### src/design/rgbq_pkg.sv
// Package for the RGB565 to int8 pixel unit: request/result types, config
// register indexes, frame geometry and the plane offset function.
// No dependencies.
`default_nettype none
package rgbq_pkg;

    localparam int CAMERA_WIDTH       = 128;
    localparam int CAMERA_HEIGHT      = 128;
    localparam int MODEL_IMAGE_WIDTH  = 160;
    localparam int MODEL_IMAGE_HEIGHT = 128;
    localparam int LEFT_MARGIN        = (MODEL_IMAGE_WIDTH - CAMERA_WIDTH) / 2;
    localparam int TOP_MARGIN         = (MODEL_IMAGE_HEIGHT - CAMERA_HEIGHT) / 2;

    localparam int PIPE_DEPTH = 4;

    localparam logic [1:0] CFG_QUANT_MULTIPLIER = 2'd0;
    localparam logic [1:0] CFG_QUANT_SHIFT      = 2'd1;
    localparam logic [1:0] CFG_ZERO_POINT       = 2'd2;

    // Base shift: log2 of half the levels of the field
    localparam logic [5:0] SHIFT_5BIT = 6'd4;
    localparam logic [5:0] SHIFT_6BIT = 6'd5;

    typedef struct packed {
        logic [15:0] pixel_word;
        logic [13:0] pixel_index;
    } t_pixel_req;

    typedef struct packed {
        logic [14:0]        plane_offset;
        logic signed [7:0]  red_value;
        logic signed [7:0]  green_value;
        logic signed [7:0]  blue_value;
    } t_pixel_res;

    typedef struct packed {
        logic [5:0] delta;
        logic       neg;
        logic [5:0] shamt;
    } t_chan_op;

    function automatic logic [14:0] plane_offset_of(input logic [13:0] idx);
        logic [13:0]        row;
        logic [13:0]        col;
        logic signed [31:0] off;
        row = 14'(idx / 14'(CAMERA_WIDTH));
        col = 14'(idx % 14'(CAMERA_WIDTH));
        off = (32'(TOP_MARGIN) + $signed({18'd0, row})) * 32'(MODEL_IMAGE_WIDTH)
              + 32'(LEFT_MARGIN) + $signed({18'd0, col});
        return off[14:0];
    endfunction

endpackage
`default_nettype wire

### src/design/rgbq_decode.sv
// First pipeline stage: split the RGB565 word into channel distances from
// mid-scale and compute the padded plane offset. Uses rgbq_pkg.
`default_nettype none
module rgbq_decode (
    input  wire logic                 i_clk,
    input  wire logic                 i_rst_n,
    input  wire logic                 i_valid,
    input  wire rgbq_pkg::t_pixel_req i_req,
    input  wire logic [4:0]           i_quant_shift,
    output logic                      o_valid,
    output rgbq_pkg::t_chan_op        o_red,
    output rgbq_pkg::t_chan_op        o_green,
    output rgbq_pkg::t_chan_op        o_blue,
    output logic [14:0]               o_offset
);
    import rgbq_pkg::*;

    logic        r_valid;
    t_chan_op    r_red, r_green, r_blue;
    t_chan_op    n_red, n_green, n_blue;
    logic [14:0] r_offset;
    logic [4:0]  red_code, blue_code;
    logic [5:0]  green_code;

    always_comb begin
        red_code   = i_req.pixel_word[15:11];
        green_code = i_req.pixel_word[10:5];
        blue_code  = i_req.pixel_word[4:0];

        n_red.neg   = ~red_code[4];
        n_red.delta = red_code[4] ? {1'b0, red_code - 5'd16}
                                  : 6'(6'd16 - {1'b0, red_code});
        n_red.shamt = SHIFT_5BIT + {1'b0, i_quant_shift};

        n_green.neg   = ~green_code[5];
        n_green.delta = green_code[5] ? (green_code - 6'd32)
                                      : 6'(7'd32 - {1'b0, green_code});
        n_green.shamt = SHIFT_6BIT + {1'b0, i_quant_shift};

        n_blue.neg   = ~blue_code[4];
        n_blue.delta = blue_code[4] ? {1'b0, blue_code - 5'd16}
                                    : 6'(6'd16 - {1'b0, blue_code});
        n_blue.shamt = SHIFT_5BIT + {1'b0, i_quant_shift};
    end

    always_ff @(posedge i_clk) begin
        if (!i_rst_n) begin
            r_valid <= 1'b0;
        end else begin
            r_valid <= i_valid;
        end
        r_red    <= n_red;
        r_green  <= n_green;
        r_blue   <= n_blue;
        r_offset <= plane_offset_of(i_req.pixel_index);
    end

    assign o_valid  = r_valid;
    assign o_red    = r_red;
    assign o_green  = r_green;
    assign o_blue   = r_blue;
    assign o_offset = r_offset;

endmodule
`default_nettype wire

### src/design/rgbq_chan.sv
// Three-stage channel quantizer: multiply, shift and clip the magnitude,
// then apply sign and zero point with saturation. Uses rgbq_pkg.
`default_nettype none
module rgbq_chan (
    input  wire logic               i_clk,
    input  wire rgbq_pkg::t_chan_op i_op,
    input  wire logic [31:0]        i_quant_multiplier,
    input  wire logic signed [7:0]  i_zero_point,
    output logic signed [7:0]       o_value
);
    import rgbq_pkg::*;

    logic [37:0]        r_prod;
    logic               r_neg1, r_neg2;
    logic [5:0]         r_shamt;
    logic [8:0]         r_mag;
    logic [8:0]         n_mag;
    logic [37:0]        shifted;
    logic signed [10:0] signed_mag;
    logic signed [10:0] sum;
    logic signed [7:0]  n_value;
    logic signed [7:0]  r_value;

    always_comb begin
        shifted    = r_prod >> r_shamt;
        n_mag      = (|shifted[37:8]) ? 9'd256 : {1'b0, shifted[7:0]};
        signed_mag = r_neg2 ? -$signed({2'b00, r_mag}) : $signed({2'b00, r_mag});
        sum        = signed_mag + 11'(i_zero_point);
        if (sum > 11'sd127) begin
            n_value = 8'sd127;
        end else if (sum < -11'sd128) begin
            n_value = -8'sd128;
        end else begin
            n_value = sum[7:0];
        end
    end

    always_ff @(posedge i_clk) begin
        r_prod  <= 38'(i_op.delta) * 38'(i_quant_multiplier);
        r_shamt <= i_op.shamt;
        r_neg1  <= i_op.neg;
        r_mag   <= n_mag;
        r_neg2  <= r_neg1;
        r_value <= n_value;
    end

    assign o_value = r_value;

endmodule
`default_nettype wire

### src/design/rgb565_to_int8_tensor_pixel_unit.sv
// Top level of the RGB565 to int8 pixel unit: config registers, decode stage,
// three channel quantizers and the result register. Uses rgbq_pkg,
// rgbq_decode and rgbq_chan.
//
//  channel   | ports                                  | handshake
//  ----------+----------------------------------------+----------------------
//  request   | i_start, o_busy, i_req                 | taken when start & !busy
//  result    | o_valid, o_res                         | one-cycle strobe
//  config    | i_cfg_we, i_cfg_idx, i_cfg_data        | write when we is high
//
// One request per cycle; each result passes through the decode stage and
// the three channel stages (multiply, shift/clip, zero point/saturate).
// o_busy stays low. Reset clears the valid pipeline and loads the config
// reset values.
`default_nettype none
module rgb565_to_int8_tensor_pixel_unit (
    input  wire logic                 i_clk,
    input  wire logic                 i_rst_n,
    input  wire logic                 i_start,
    output logic                      o_busy,
    input  wire rgbq_pkg::t_pixel_req i_req,
    output logic                      o_valid,
    output rgbq_pkg::t_pixel_res      o_res,
    input  wire logic                 i_cfg_we,
    input  wire logic [1:0]           i_cfg_idx,
    input  wire logic [31:0]          i_cfg_data
);
    import rgbq_pkg::*;

    logic [31:0]       r_quant_multiplier;
    logic [4:0]        r_quant_shift;
    logic signed [7:0] r_zero_point;

    logic              dec_valid;
    t_chan_op          op_red, op_green, op_blue;
    logic [14:0]       dec_offset;
    logic [PIPE_DEPTH-2:0] r_valid;
    logic [14:0]       r_offset [PIPE_DEPTH-1];
    logic signed [7:0] red_value, green_value, blue_value;

    always_ff @(posedge i_clk) begin
        if (!i_rst_n) begin
            r_quant_multiplier <= 32'd1;
            r_quant_shift      <= 5'd0;
            r_zero_point       <= 8'sd0;
        end else if (i_cfg_we) begin
            case (i_cfg_idx)
                CFG_QUANT_MULTIPLIER: r_quant_multiplier <= i_cfg_data;
                CFG_QUANT_SHIFT:      r_quant_shift      <= i_cfg_data[4:0];
                CFG_ZERO_POINT:       r_zero_point       <= i_cfg_data[7:0];
                default: begin
                end
            endcase
        end
    end

    rgbq_decode u_decode (
        .i_clk         (i_clk),
        .i_rst_n       (i_rst_n),
        .i_valid       (i_start),
        .i_req         (i_req),
        .i_quant_shift (r_quant_shift),
        .o_valid       (dec_valid),
        .o_red         (op_red),
        .o_green       (op_green),
        .o_blue        (op_blue),
        .o_offset      (dec_offset)
    );

    rgbq_chan u_red (
        .i_clk              (i_clk),
        .i_op               (op_red),
        .i_quant_multiplier (r_quant_multiplier),
        .i_zero_point       (r_zero_point),
        .o_value            (red_value)
    );

    rgbq_chan u_green (
        .i_clk              (i_clk),
        .i_op               (op_green),
        .i_quant_multiplier (r_quant_multiplier),
        .i_zero_point       (r_zero_point),
        .o_value            (green_value)
    );

    rgbq_chan u_blue (
        .i_clk              (i_clk),
        .i_op               (op_blue),
        .i_quant_multiplier (r_quant_multiplier),
        .i_zero_point       (r_zero_point),
        .o_value            (blue_value)
    );

    always_ff @(posedge i_clk) begin
        if (!i_rst_n) begin
            r_valid <= '0;
        end else begin
            r_valid <= {r_valid[PIPE_DEPTH-3:0], dec_valid};
        end
        r_offset[0] <= dec_offset;
        for (int k = 1; k < PIPE_DEPTH - 1; k++) begin
            r_offset[k] <= r_offset[k-1];
        end
    end

    assign o_busy             = 1'b0;
    assign o_valid            = r_valid[PIPE_DEPTH-2];
    assign o_res.plane_offset = r_offset[PIPE_DEPTH-2];
    assign o_res.red_value    = red_value;
    assign o_res.green_value  = green_value;
    assign o_res.blue_value   = blue_value;

endmodule
`default_nettype wire

### config.mk
export PLATFORM = sky130hd
export DESIGN_NAME = rgb565_to_int8_tensor_pixel_unit
export DESIGN_NICKNAME = d
export VERILOG_FILES = /design/src/design/rgbq_pkg.sv /design/src/design/rgbq_decode.sv /design/src/design/rgbq_chan.sv /design/src/design/rgb565_to_int8_tensor_pixel_unit.sv
export SDC_FILE = /design/constraint.sdc
export NUM_CORES = 2
export LEC_CHECK = 0
export ABC_CLOCK_PERIOD_IN_PS = 13400
export BUFFER_PORTS_ARGS = -buffer_cell sky130_fd_sc_hd__buf_2
export CORE_AREA = 2 2 390 392
export CTS_BUF_LIST = sky130_fd_sc_hd__clkbuf_16
export DETAILED_ROUTE_END_ITERATION = 6
export DIE_AREA = 0 0 392 394
export GPL_TIMING_DRIVEN = 0
export REMOVE_ABC_BUFFERS = 1
export SYNTH_ARGS = -nofsm -noshare
export SYNTH_HDL_FRONTEND = slang
export SYNTH_SLANG_ARGS = --single-unit
export TNS_END_PERCENT = 1
### constraint.sdc
create_clock -name i_clk -period 13.4 [get_ports i_clk]
set_clock_uncertainty 0.2 [all_clocks]
set_input_delay 2.68 -clock i_clk [delete_from_list [all_inputs] [get_ports i_clk]]
set_output_delay 2.68 -clock i_clk [all_outputs]
set_load 0.01 [all_outputs]
==> flow_metrics.py <==
metrics = {
    "placed_design": {
        "portBuffers": 107,
        "place_area_sq_um": 36630,
        "placed_cells": 5816,
        "dp_hpwl_um": 67780,
        "place_congestion": 0.8739,
    },
    "synth": {
        "yosysTopAreaCellShare": 0.2147,
        "synth_warnings": 0,
        "synth_flop_cell": "dfxtp_1",
        "netlist.top_cell.by_area": "fa_1",
        "synthDistinctLibCells": 85,
        "synth.avg_cell_area_sq_um": 8.844,
        "synthMuxAreaShare": 0.08142,
        "synth_compound_area_frac": 0.1275,
        "synth-xor-area-share": 0.04033,
        "synthArstFlopShare": 0,
        "synth-adder-area-share": 0.2839,
        "syn_inst": 3880,
        "synth_top_family_by_area": "adder cells",
        "synth_edf_count": 0,
        "ys_seq_elements": 325,
        "netlist_top_cells_area": "fa_1 21%, dfxtp_1 19%, and2_1 10%",
        "netlist_area_sq_um": 34320,
        "ys_seq_area_frac": 0.1896,
        "synthSimpleGateAreaFrac": 0.1909,
    },
    "min_path": {
        "worstHoldStart": "r_offset[0][15]",
        "holdPathStages": 0,
        "hold_class": "flip-flop to flip-flop",
        "hold-path-endpoint": "r_offset[0][30]",
    },
    "run_status": {
        "status": "finished, final reports clean",
    },
    "global_routing": {
        "grt-ovfl-total": 0,
        "grt_max_degree": 73,
        "grt_pass1_vias": 27170,
        "grt_antenna_before_repair": 2,
        "grt_pass1_wl_um": 145100,
        "grt_usage": 0.1151,
    },
    "setup_path": {
        "crit_family": "compound AO/OA/AOI/OAI gates",
        "reg2reg_to": "u_red.r_prod[36]",
        "worst_ep_required_time_ns": 13.72,
        "crit_chain": "and2_1 > fa_1 > fa_1 > inv_1 > fa_1 > inv_1 > ha_1 > a21o_1 > a21o_1 > a21oi_1 > o211ai_1 > a2111oi_0 > o31ai_1 > a311o_1 > a21oi_1 > xnor2_1",
        "crit_fanout": 32,
        "cp-end-kind": "flip-flop",
        "critPathBufInv": 2,
        "r2r_slack_ns": 6.94,
        "slowest_delay_ns": 1.15,
        "crit_path_top_delay_cell": "dfxtp_1",
        "worst_path_most_repeated_cell": "fa_1",
        "startpoint": "u_decode.o_red[8]",
        "worstReg2RegStart": "u_decode.o_red[8]",
        "arrival_ns": 6.78,
        "r2r.worst_path.cells": 16,
        "startpoint_type": "flip-flop",
        "critPathKind": "flip-flop to flip-flop",
    },
    "floorplan": {
        "core-area_sq_um": 150700,
        "dieArea_sq_um": 154400,
        "rows": 143,
        "die_h_um": 394,
        "io_pins": 109,
        "start_util": 0.2278,
        "die_w_um": 392,
    },
    "cells_and_area": {
        "layout-drive-gt1-share": 0.07842,
        "fin_nets": 4456,
        "final.fill_count": 16230,
        "fin_util": 0.2527,
        "area_growth_syn_to_layout_pct": 10.92,
        "num_antenna_cells": 0,
        "finalNonFillerCells": 5894,
        "finalInstanceArea_sq_um": 38060,
    },
    "routing": {
        "drtAntennaViolNets": 0,
        "finalWirelength_um": 87650,
        "drc_errors": 0,
        "vias": 26110,
        "drt_iter0_markers": 1288,
        "via_per_inst": 4.430,
        "wire_per_inst_um": 14.87,
        "drt-pass1-iter-count": 5,
    },
    "sta": {
        "worstMarginPinSlew_ns": 1.335,
        "finalSetupViolations": 0,
        "fin_setup_tns_ns": 0,
        "relSlewSlack": 0.1085,
        "finalCritPeriodShare": 0.4818,
        "fin_crit_ns": 6.456,
        "hold_viol": 0,
        "grt_setup_unrepaired": "no",
        "slew_viol_final": 0,
        "max_freq_mhz": 154.9,
    },
    "cts": {
        "cts_resized": 0,
        "clkTransAtPathRegs_ns": 0.06,
        "cts_max_level": 2,
        "postCtsSetupBuffers": 0,
        "cts_tree": "yes",
        "cts-root-buf": "clkbuf_16",
        "cts_buffer_depth": 3,
        "clock-sinks": 325,
        "ctsHoldBuffers": 0,
        "cts_made_buffers": 42,
        "clk_latency_ns": 0.64,
    },
    "power_and_ir_drop": {
        "irDropWorstVdd_mv": 0.08657,
        "power_frac_clock": 0.368,
        "p_int_mw": 2.112,
        "p_leak_nw": 17.52,
        "p_per_area_nw_per_um2": 83.16,
        "power_frac_comb": 0.239,
        "p_sw_mw": 1.054,
        "switching_share": 0.3329,
        "pwr-share-seq": 0.393,
    },
    "job": {
        "maxCapViolations": 0,
    },
}
==> placed cells by master (no fill, tap or decap), drive strengths merged, types with 15 or more instances in the layout <==
master,synthesis,final
mux2i,98,98
o211ai,20,20
dfxtp,325,325
xnor2,105,105
xor2,53,53
clkbuf,141,43
nor3,54,54
nor2b,44,44
clkinv,1,19
o21ai,122,122
nand2,256,256
nand4,17,17
o31ai,23,23
nor2,146,146
and2,568,568
a21boi,45,45
a21oi,181,181
nand2b,24,24
buf,68,113
a211oi,41,41
a31oi,29,29
a21o,70,70
mux2,41,41
fa,368,368
inv,545,553
o21bai,15,15
nand3,32,32
o21a,16,16
mux4,60,60
ha,189,189
==> Yosys cell counts (all sizes together), types with 32 or more instances <==
master,count
a211oi,41
a21boi,45
a21o,70
a21oi,181
and2,568
buf,68
clkbuf,141
dfxtp,325
fa,368
ha,189
inv,545
mux2,41
mux2i,98
mux4,60
nand2,256
nand3,32
nor2,146
nor2b,44
nor3,54
o21ai,122
xnor2,105
xor2,53
==> cell families after synthesis <==
logic type / Yosys count
and+or+nand+nor: 1214
buffers and inverters: 755
AOI/OAI and AO/OA: 670
adders and majority gates: 558
DFF: 325
muxes: 199
xor gates and xnor gates: 158
other: 1
==> routing by layer <==
layer  vias to the layer above  GRT usage  share of wire
li1                      12610          -              -
met1                     12810     0.1432           0.43
met2                       555     0.1997           0.48
met3                       137    0.01514          0.044
met4                         2    0.04595          0.040
met5                         -          0        0.00015
==> flip-flops by register name, indices dropped and copies added, names as in the netlist, 7 cells and up <==
name                cells
u_blue.r_prod          38
u_green.r_mag           9
r_zero_point            8
u_red.r_prod           38
r_offset               45
u_red.o_value           8
u_green.o_value         8
u_decode.o_blue         7
u_blue.o_value          8
u_decode.o_red         13
r_quant_multiplier     32
u_red.r_mag             9
u_decode.o_green       13
u_green.r_prod         38
u_blue.r_mag            9
u_decode.o_offset      15
==> through the flow <==
step	setup WS [ns]	power [mW]	hold WS, ns
finish	6.944	3.165	0.1243
global placement	5.474	2.017	0.1095
global route	6.698	3.364	0.1275
detailed placement	7.124	2.026	0.1121
floorplan	7.916	1.758	0.1096
CTS	7.029	3.221	0.1251
==> worst max path at each step <==
| stage | end | slack (ns) | cells past startpoint |
|---|---|---|---|
| after global routing | u_red.r_prod[36] | 6.70 | 16 |
| final | u_red.r_prod[36] | 6.94 | 16 |
| after CTS | u_red.r_prod[36] | 7.03 | 16 |
| after detailed placement | u_red.r_prod[36] | 7.12 | 16 |
| after floorplan | u_blue.r_mag[4] | 7.92 | 9 |
| after global placement | r_quant_multiplier[12] | 5.47 | 4 |
==> cell type report <==
cell class,instances,area [sq um],share of cell area
sequential,325,6523,0.1714
multi-input combinational,2802,24860,0.6532
tap,2030,2540,0.06673
clock buffer,42,1051,0.02761
clock inverter,35,380.4,0.009993
inverter,546,2049,0.05384
timing repair buffer,114,658.1,0.01729
==> worst register-to-register path, delay by kind of cell, from the launching register on <==
| family | cells | cell delay [ns] |
|---|---|---|
| buffers and inverters | 2 | 0.09 |
| xor gates and xnor gates | 1 | 0.13 |
| and+or+nand+nor | 1 | 0.30 |
| AOI/OAI and AO/OA | 8 | 2.68 |
| adders and majority gates | 4 | 1.80 |
| DFF | 1 | 1.15 |
==> power by group through the flow <==
stage,clock [mW],combinational [mW],sequential (mW)
CTS,1.21,0.767,1.25
floorplan,0,0.546,1.21
global route,1.24,0.859,1.26
detailed placement,0,0.762,1.26
finish,1.16,0.757,1.24
global placement,0,0.748,1.27
(Power assumes the default switching activity.)
